[src/sv/linear_attack_release_envelope_vca_assert.svh]
// Assertion macros shared by the envelope/VCA modules.
// No dependencies; included by files that carry assertions.
`ifndef LINEAR_ATTACK_RELEASE_ENVELOPE_VCA_ASSERT_SVH
`define LINEAR_ATTACK_RELEASE_ENVELOPE_VCA_ASSERT_SVH

// Checked only while out of reset.
`define LAREV_ASSERT(lbl, clk, rst_n, prop, msg) \
    lbl: assert property (@(posedge clk) disable iff (!rst_n) prop) \
        else $error(msg);

// Checked at every edge, reset included.
`define LAREV_ASSERT_ALWAYS(lbl, clk, prop, msg) \
    lbl: assert property (@(posedge clk) prop) \
        else $error(msg);

`endif

[src/sv/larev_pkg.sv]
// Shared types and constants for the linear AR envelope with VCA.
// No dependencies.
package larev_pkg;

    localparam int SAMPLE_W  = 24;
    localparam int GAIN_W    = 17;
    localparam int STEP_W    = 24;
    localparam int ENV_W     = 24;
    localparam int CNT_W     = 25;
    localparam int CFG_A_W   = 2;
    localparam int CFG_D_W   = 24;
    localparam int ENV_LO_W  = 12;
    localparam int P1_W      = SAMPLE_W + GAIN_W;        // sample * gain
    localparam int PP_W      = P1_W + ENV_LO_W + 1;      // partial product
    localparam int ACC_W     = P1_W + ENV_W;             // full product
    localparam int PROD_SHIFT = 39;

    localparam logic [GAIN_W-1:0] GAIN_RST      = GAIN_W'(16384);
    localparam logic [STEP_W-1:0] ATTACK_RST    = STEP_W'(19022);
    localparam logic [STEP_W-1:0] RELEASE_RST   = STEP_W'(1902);
    localparam logic [STEP_W-1:0] REL_POINT_RST = STEP_W'(44100);
    localparam logic [ENV_W-1:0]  ENV_ONE       = ENV_W'(8388608);

    typedef enum logic [CFG_A_W-1:0] {
        CFG_GAIN      = 2'd0,
        CFG_ATTACK    = 2'd1,
        CFG_RELEASE   = 2'd2,
        CFG_REL_POINT = 2'd3
    } t_cfg_idx;

    typedef enum logic [1:0] {
        ST_IDLE,
        ST_MUL_LO,
        ST_MUL_HI
    } t_state;

    typedef struct packed {
        logic load;     // capture request, sample * gain
        logic mul_lo;   // low envelope partial product
        logic finish;   // high partial, output, state update
    } t_dp_cmd;

    typedef struct packed {
        logic out_free;
    } t_dp_stat;

endpackage

[src/sv/larev_ctrl.sv]
// Sequencer for one request at a time through the split multiply.
// Depends on larev_pkg and the assertion macro header.
`include "linear_attack_release_envelope_vca_assert.svh"

module larev_ctrl
    import larev_pkg::*;
(
    input  logic     i_clk,
    input  logic     i_rst_n,
    input  logic     s_axis_tvalid,
    output logic     s_axis_tready,
    input  t_dp_stat i_stat,
    output t_dp_cmd  o_cmd
);

    t_state r_state;
    t_state n_state;

    always_ff @(posedge i_clk) begin
        if (!i_rst_n) begin
            r_state <= ST_IDLE;
        end else begin
            r_state <= n_state;
        end
    end

    always_comb begin
        n_state       = r_state;
        o_cmd         = '0;
        s_axis_tready = 1'b0;
        unique case (r_state)
            ST_IDLE: begin
                s_axis_tready = 1'b1;
                if (s_axis_tvalid) begin
                    o_cmd.load = 1'b1;
                    n_state    = ST_MUL_LO;
                end
            end
            ST_MUL_LO: begin
                o_cmd.mul_lo = 1'b1;
                n_state      = ST_MUL_HI;
            end
            ST_MUL_HI: begin
                if (i_stat.out_free) begin
                    o_cmd.finish = 1'b1;
                    n_state      = ST_IDLE;
                end
            end
            default: begin
                n_state = ST_IDLE;
            end
        endcase
    end

    `LAREV_ASSERT(a_load_to_lo, i_clk, i_rst_n, o_cmd.load |=> r_state == ST_MUL_LO, "load not followed by low partial")
    `LAREV_ASSERT(a_lo_to_hi, i_clk, i_rst_n, r_state == ST_MUL_LO |=> r_state == ST_MUL_HI, "low partial not followed by high partial")
    `LAREV_ASSERT(a_finish_idle, i_clk, i_rst_n, o_cmd.finish |=> s_axis_tready, "not ready after finish")

endmodule

[src/sv/larev_datapath.sv]
// Config registers, envelope state, split multiplier and output register.
// Depends on larev_pkg and the assertion macro header.
`include "linear_attack_release_envelope_vca_assert.svh"

module larev_datapath
    import larev_pkg::*;
(
    input  logic                  i_clk,
    input  logic                  i_rst_n,
    input  logic                  i_cfg_we,
    input  logic [CFG_A_W-1:0]    i_cfg_addr,
    input  logic [CFG_D_W-1:0]    i_cfg_data,
    input  logic [SAMPLE_W-1:0]   i_sample,
    input  logic                  i_trigger,
    input  t_dp_cmd               i_cmd,
    output t_dp_stat              o_stat,
    output logic                  o_valid,
    input  logic                  i_ready,
    output logic [SAMPLE_W-1:0]   o_result
);

    logic [GAIN_W-1:0]          r_gain;
    logic [STEP_W-1:0]          r_attack;
    logic [STEP_W-1:0]          r_release;
    logic [STEP_W-1:0]          r_rel_point;
    logic [ENV_W-1:0]           r_env;
    logic [ENV_W-1:0]           n_env;
    logic [CNT_W-1:0]           r_elapsed;
    logic                       r_held;
    logic signed [P1_W-1:0]     r_prod1;
    logic signed [ACC_W-1:0]    r_acc;
    logic                       r_out_valid;
    logic [SAMPLE_W-1:0]        r_out;
    logic [SAMPLE_W-1:0]        n_out;

    logic signed [SAMPLE_W-1:0] w_s;
    logic signed [GAIN_W:0]     w_g;
    logic signed [P1_W:0]       w_p1;
    logic signed [PP_W-1:0]     w_plo;
    logic signed [PP_W-1:0]     w_phi;
    logic signed [ACC_W-1:0]    w_sum;
    logic [ACC_W-PROD_SHIFT-1:0] w_shr;
    logic                       w_releasing;
    logic [ENV_W:0]             w_up;
    logic                       w_start;

    assign o_stat.out_free = !r_out_valid || i_ready;
    assign o_valid         = r_out_valid;
    assign o_result        = r_out;

    assign w_start = i_cmd.load && i_trigger;

    assign w_s   = $signed(i_sample);
    assign w_g   = $signed({1'b0, r_gain});
    assign w_p1  = (P1_W+1)'(w_s) * (P1_W+1)'(w_g);
    assign w_plo = PP_W'(r_prod1) * PP_W'($signed({1'b0, r_env[ENV_LO_W-1:0]}));
    assign w_phi = PP_W'(r_prod1) * PP_W'($signed({1'b0, r_env[ENV_W-1:ENV_LO_W]}));
    assign w_sum = r_acc + ($signed({{(ACC_W-PP_W){w_phi[PP_W-1]}}, w_phi}) <<< ENV_LO_W);
    assign w_shr = w_sum[ACC_W-1:PROD_SHIFT];

    // saturate the floored product to Q1.23
    always_comb begin
        n_out = w_shr[SAMPLE_W-1:0];
        if (w_shr[ACC_W-PROD_SHIFT-1:SAMPLE_W-1] != '0 &&
            w_shr[ACC_W-PROD_SHIFT-1:SAMPLE_W-1] != '1) begin
            n_out = w_shr[ACC_W-PROD_SHIFT-1] ? {1'b1, {(SAMPLE_W-1){1'b0}}}
                                              : {1'b0, {(SAMPLE_W-1){1'b1}}};
        end
    end

    assign w_releasing = !r_held || (r_elapsed > {1'b0, r_rel_point});
    assign w_up        = {1'b0, r_env} + {1'b0, r_attack};

    always_comb begin
        if (w_releasing) begin
            n_env = (r_env > r_release) ? r_env - r_release : '0;
        end else begin
            n_env = (w_up > {1'b0, ENV_ONE}) ? ENV_ONE : w_up[ENV_W-1:0];
        end
    end

    always_ff @(posedge i_clk) begin
        if (!i_rst_n) begin
            r_gain      <= GAIN_RST;
            r_attack    <= ATTACK_RST;
            r_release   <= RELEASE_RST;
            r_rel_point <= REL_POINT_RST;
        end else if (i_cfg_we) begin
            unique case (t_cfg_idx'(i_cfg_addr))
                CFG_GAIN:      r_gain      <= i_cfg_data[GAIN_W-1:0];
                CFG_ATTACK:    r_attack    <= i_cfg_data[STEP_W-1:0];
                CFG_RELEASE:   r_release   <= i_cfg_data[STEP_W-1:0];
                CFG_REL_POINT: r_rel_point <= i_cfg_data[STEP_W-1:0];
                default: ;
            endcase
        end
    end

    always_ff @(posedge i_clk) begin
        if (!i_rst_n) begin
            r_env       <= '0;
            r_elapsed   <= '0;
            r_held      <= 1'b0;
            r_out_valid <= 1'b0;
        end else begin
            if (w_start) begin
                r_held    <= 1'b1;
                r_elapsed <= '0;
            end
            if (i_cmd.finish) begin
                r_env <= n_env;
                if (r_elapsed != '1) begin
                    r_elapsed <= r_elapsed + 1'b1;
                end
            end
            if (i_cmd.finish) begin
                r_out_valid <= 1'b1;
            end else if (i_ready) begin
                r_out_valid <= 1'b0;
            end
        end
    end

    always_ff @(posedge i_clk) begin
        if (i_cmd.load) begin
            r_prod1 <= w_p1[P1_W-1:0];
        end
        if (i_cmd.mul_lo) begin
            r_acc <= {{(ACC_W-PP_W){w_plo[PP_W-1]}}, w_plo};
        end
        if (i_cmd.finish) begin
            r_out <= n_out;
        end
    end

    `LAREV_ASSERT(a_env_range, i_clk, i_rst_n, r_env <= ENV_ONE, "envelope above full scale")
    `LAREV_ASSERT(a_finish_slot, i_clk, i_rst_n, i_cmd.finish |-> o_stat.out_free, "overrun")
    `LAREV_ASSERT(a_trig, i_clk, i_rst_n, w_start |=> r_held && ~|r_elapsed, "no note start")

endmodule

[src/sv/linear_attack_release_envelope_vca.sv]
// Linear attack/release envelope generator with VCA, top level.
// Depends on larev_pkg, larev_ctrl and larev_datapath.
//
// Usage:
//   Input stream: s_axis_tdata carries the Q1.23 oscillator sample, s_axis_tuser
//   the key trigger. One request yields one output request on m_axis with the
//   scaled sample on both left and right halves of m_axis_tdata.
//   Config: write gain, attack step, release step and release point through
//   i_cfg_we/i_cfg_addr/i_cfg_data while no request is in flight.
//   Sequence: the request is captured and sample*gain registered in ST_IDLE,
//   then two partial products are formed against the 12-bit halves of the
//   envelope, the low one in ST_MUL_LO and the high one with the output in
//   ST_MUL_HI; no new request is taken until the current one finishes.
//   The output register holds the finished result while the next input is
//   taken; if the receiver stalls, the block holds its last multiply step
//   until the output register frees, and the input side waits meanwhile.
//   Reset: config registers return to their defaults, envelope, sample
//   counter and key state clear, and the output holds no result.
module linear_attack_release_envelope_vca
    import larev_pkg::*;
(
    input  logic                 i_clk,
    input  logic                 i_rst_n,
    input  logic                 s_axis_tvalid,
    output logic                 s_axis_tready,
    input  logic [23:0]          s_axis_tdata,   // [23:0] osc_sample
    input  logic                 s_axis_tuser,   // [0] key_trigger
    output logic                 m_axis_tvalid,
    input  logic                 m_axis_tready,
    output logic [47:0]          m_axis_tdata,   // [23:0] left_out, [47:24] right_out
    input  logic                 i_cfg_we,
    input  logic [CFG_A_W-1:0]   i_cfg_addr,
    input  logic [CFG_D_W-1:0]   i_cfg_data
);

    t_dp_cmd             w_cmd;
    t_dp_stat            w_stat;
    logic [SAMPLE_W-1:0] w_result;

    larev_ctrl u_ctrl (
        .i_clk         (i_clk),
        .i_rst_n       (i_rst_n),
        .s_axis_tvalid (s_axis_tvalid),
        .s_axis_tready (s_axis_tready),
        .i_stat        (w_stat),
        .o_cmd         (w_cmd)
    );

    larev_datapath u_datapath (
        .i_clk      (i_clk),
        .i_rst_n    (i_rst_n),
        .i_cfg_we   (i_cfg_we),
        .i_cfg_addr (i_cfg_addr),
        .i_cfg_data (i_cfg_data),
        .i_sample   (s_axis_tdata),
        .i_trigger  (s_axis_tuser),
        .i_cmd      (w_cmd),
        .o_stat     (w_stat),
        .o_valid    (m_axis_tvalid),
        .i_ready    (m_axis_tready),
        .o_result   (w_result)
    );

    assign m_axis_tdata = {w_result, w_result};

endmodule

[config.mk]
export PLATFORM = sky130hd
export DESIGN_NAME = linear_attack_release_envelope_vca
export DESIGN_NICKNAME = d
export VERILOG_FILES = /design/src/sv/larev_pkg.sv /design/src/sv/larev_ctrl.sv /design/src/sv/larev_datapath.sv /design/src/sv/linear_attack_release_envelope_vca.sv
export VERILOG_INCLUDE_DIRS = /design/src /design/src/sv
export SDC_FILE = /design/constraint.sdc
export NUM_CORES = 2
export LEC_CHECK = 0
export BUFFER_PORTS_ARGS = -buffer_cell sky130_fd_sc_hd__buf_2
export CELL_PAD_IN_SITES_DETAIL_PLACEMENT = 0
export CELL_PAD_IN_SITES_GLOBAL_PLACEMENT = 1
export CORE_UTILIZATION = 40
export CTS_CLUSTER_DIAMETER = 100
export DETAILED_ROUTE_END_ITERATION = 10
export PLACE_DENSITY = 0.81
export SYNTH_ARGS = -nofsm -noshare
export SYNTH_HDL_FRONTEND = slang
export SYNTH_HIERARCHICAL = 1
export SYNTH_SLANG_ARGS = --single-unit
export TNS_END_PERCENT = 50
[constraint.sdc]
create_clock -name i_clk -period 7.7 [get_ports i_clk]
set_clock_uncertainty 0.15 [all_clocks]
set_input_delay 0.77 -clock i_clk [delete_from_list [all_inputs] [get_ports i_clk]]
set_output_delay 0.77 -clock i_clk [all_outputs]
set_load 0.01 [all_outputs]
==> metrics.txt <==
Worst Path Max Fanout=5; number of setup violations in the final report=24; final estimated routing congestion in global placement=about 0.90; number of flops mapped to enable cells by yosys=about 110; data required time at the worst endpoint=~7.9 ns; register cell area after layout=around 0.006 sq mm; post-route cell area=0.0693 sq mm; Cell Area, Synth=0.0614 sq mm; area of the die=0.155 sq mm; count of hold-fix buffers inserted at cts=0; fill cell total of the finished layout=14.5k; placement-stage cell area=around 0.067 sq mm; hold path cells=2; number of design rule violations left after detail routing=0; Leak=~0.034 uW; type of the setup path with the least slack=reg2reg; maximum capacitance violations=0; IO Pins=about 110; number of buffers and inverters on the critical path=7; violations in the final reports=negative setup slack; count of cells along the worst register-to-register path=33; internal reg-to-reg setup slack=-0.58 ns; number of placement rows=143; final std cells w/o fill=~9.4k; max_slew headroom=around 15%; worst endpoint data arrival time=8.51 ns; hold violation total from the final report=0; final period utilization=108%; GR Util All Layers=between 20% and 30%; grt ovf=0; initial antenna violation count=10; worst-case setup margin in the final layout=-0.580 ns; Num CTS Buffers=34; cell family with the largest share of critical-path delay=adder cells; Synth async-reset ratio=0%; commonest non-fill, non-tap cell in the layout=sky130_fd_sc_hd__inv_1; H-tree levels=2; unique cell type count in the Yosys netlist=about 100; post-synthesis register bit count=approximately 250; post-synthesis area per instance=between 8 and 9 sq um; VDD IR-drop max=0.288 mV; initial core utilization=40.4%; WHS=between 0.3 and 0.4 ns; slew at the pin closest to its max-slew limit=roughly 1.3 ns; unrepaired setup endpoints after global routing=yes; source-to-sink clock delay at the later pin of the worst-skew pair=about 0.6 ns; gate count after technology mapping=approximately 7k; detail-routed via count per cell=5.01; CTS tree=done; layout net count=slightly above 9k; capturing element type of the critical path=flop; Final Routed Wirelength=between 150000 and 200000 um; CTS Sinks=approximately 250; sequential area share after synthesis=about a tenth; Hold Crit Endpoint=u_datapath/r_release[4]; power density over the cells=198 mW/mm^2; cell at the root of the clock tree=sky130_fd_sc_hd__clkbuf_16; layout-stage area growth over the synthesis result=12.9%; core area=~0.15 sq mm; Post-synth top flop=sky130_fd_sc_hd__dfxtp_1; worst-path cell with the longest stage delay=sky130_fd_sc_hd__fa_1; initial detailed-routing violation count=2693; HP Start=u_datapath/r_release[4]; HPWL after detailed placement=roughly 130000 um; commonest cells after routing, fill and taps aside=1474 x sky130_fd_sc_hd__inv_1, 1247 x sky130_fd_sc_hd__fa_1, 1041 x sky130_fd_sc_hd__nand2_1; CP most frequent cell=sky130_fd_sc_hd__fa_1; beginning of the worst register-to-register path=u_datapath/r_prod1[13]; Clk pin slew, worst setup/hold paths=around 0.060 ns; routed length per placed instance=roughly 17 um; final max-slew violation count=0; maximum achievable frequency=between 100 and 150 MHz; slowest stage delay, CP=~0.51 ns; DIE HEIGHT=394 um; width of the die=approximately 400 um; Placed Instances=around 9.3k; antenna viol nets, final=0; type of origin of the critical path=flop; largest net degree at the start of global routing=58; first-pass GRT wire length=about 260000 um; end of the worst register-to-register path=u_datapath/o_result[22]; share of final-layout standard cells stronger than drive strength 1=12.2%; syn nets=roughly 9k; via count of the routed design=about 47k; largest buffer count on any clock path=3; Yosys warning count=6; worst setup timing slack at the placement stage=-0.794 ns; number of port buffers=between 100 and 150; class of the most critical hold timing path=reg2reg; via count of the first global-routing pass=roughly 51k; run status=finished with violations; first drt pass iteration count=6; multi-input logic area=between 0.04 and 0.05 sq mm; final critical-path required period=8.28 ns
-- how the worst max path moves through the flow --
stage | depth (start not counted) | slack [ns] | startpoint | endpoint
after detailed placement | 34 | -0.79 | u_datapath/r_env[13] | u_datapath/o_result[0]
after floorplan | 33 | -0.15 | u_datapath/r_prod1[11] | u_datapath/o_result[11]
after global routing | 34 | -0.91 | u_datapath/r_prod1[7] | u_datapath/o_result[22]
final | 33 | -0.58 | u_datapath/r_prod1[13] | u_datapath/o_result[22]
after CTS | 33 | -0.54 | u_datapath/r_prod1[13] | u_datapath/o_result[5]
after global placement | 34 | -0.65 | u_datapath/r_env[13] | u_datapath/o_result[0]
-- repair_timing --
action,CTS,global route
cloned,4,1
pin swaps,36,62
gates resized for setup,64,100
setup endpoints to repair,24,30
setup buffers,19,16
-- where the power goes --
group,switching (uW),total (uW),internal (uW)
Combinational,5540,9940,4400
Sequential,235,2030,1800
Clock,690,1770,1080
Total,6470,13700,7270
-- worst reg2reg max path: cells and delay by family (launching register included) --
| family | cells | cell delay [ns] |
|---|---|---|
| DFF | 1 | 0.49 |
| and+or+nand+nor | 11 | 2.11 |
| xor gates and xnor gates | 2 | 0.35 |
| AOI/OAI and AO/OA | 6 | 1.30 |
| adders and majority gates | 7 | 3.05 |
| buffers and inverters | 7 | 0.63 |
-- sequential cells by signal, indices dropped and copies added (netlist names) --
name,cells
u_ctrl/r_state,2
u_datapath/o_result,24
u_datapath/o_valid,1
u_datapath/r_acc,42
u_datapath/r_attack,24
u_datapath/r_elapsed,25
u_datapath/r_env,24
u_datapath/r_gain,17
u_datapath/r_held,1
u_datapath/r_prod1,41
u_datapath/r_rel_point,24
u_datapath/r_release,24
-- layer usage --
metal	global-route usage, %	up-vias	share of wire (%)
met4	4.52	4	2.1
met5	0	-	0.017
li1	-	21903	-
met3	3.05	213	6.3
met1	28.9	23609	45
met2	34.8	1228	47
-- through the flow --
step	setup TNS [ns]	total power, uW	utilization (%)
5_1_grt	-20.39	15000	45.5
3_5_place_dp	-17.52	11100	44.1
2_1_floorplan	-2.81	7810	-
3_3_place_gp	-14.39	10900	44.1
6_report	-12.73	13700	45.5
4_1_cts	-11.88	13700	45.3
-- cell type report --
type / count / area share [%]
clock buffers: 48 / 1.42
inverters: 1478 / 8.00
diodes: 1 / 0.00361
flip-flops and latches: 249 / 8.76
clock inverters: 13 / 0.355
repair buffers: 651 / 7.22
well taps: 2030 / 3.66
multi-input cells: 4909 / 70.6
-- Yosys cell counts, drive strengths merged, types with 6 or more instances --
| cell type | n | share of area [%] |
|---|---|---|
| nor2 | 165 | 1.0 |
| a31oi | 24 | 0.28 |
| clkbuf | 315 | 1.9 |
| nor2b | 36 | 0.37 |
| a21o | 107 | 1.3 |
| a22oi | 14 | 0.17 |
| edfxtp | 107 | 5.2 |
| buf | 33 | 0.41 |
| o31ai | 12 | 0.15 |
| ha | 451 | 9.2 |
| or3 | 9 | 0.11 |
| inv | 1478 | 9.0 |
| o21bai | 30 | 0.37 |
| nor3b | 6 | 0.081 |
| nand4 | 48 | 0.49 |
| nand2b | 23 | 0.23 |
| o211ai | 32 | 0.41 |
| o21a | 36 | 0.44 |
| dfxtp | 142 | 4.6 |
| xor2 | 65 | 0.94 |
| nor4 | 16 | 0.17 |
| and3 | 20 | 0.21 |
| a221oi | 15 | 0.22 |
| a21oi | 303 | 2.5 |
| a211oi | 21 | 0.26 |
| o22ai | 9 | 0.10 |
| a311oi | 9 | 0.17 |
| nand3b | 11 | 0.13 |
| o21ai | 179 | 1.6 |
| nand3 | 58 | 0.48 |
| nor3 | 27 | 0.25 |
| and2 | 652 | 6.6 |
| nand2 | 1052 | 6.4 |
| fa | 1250 | 41 |
| and4 | 8 | 0.11 |
| a31o | 6 | 0.086 |
| or2 | 6 | 0.061 |
| xnor2 | 144 | 2.1 |
| a21boi | 6 | 0.079 |
-- logic make-up after synthesis --
| kind of cell | after synthesis | synth area share (%) |
|---|---|---|
| flops | 249 | 9.86 |
| mux | 1 | 0.0183 |
| fa+ha+maj | 1701 | 49.9 |
| buf+inv | 1826 | 11.4 |
| compound gates | 848 | 8.86 |
| xor+xnor | 209 | 3.00 |
| simple gates | 2150 | 17.0 |
Power figures use the tool's default switching activity.
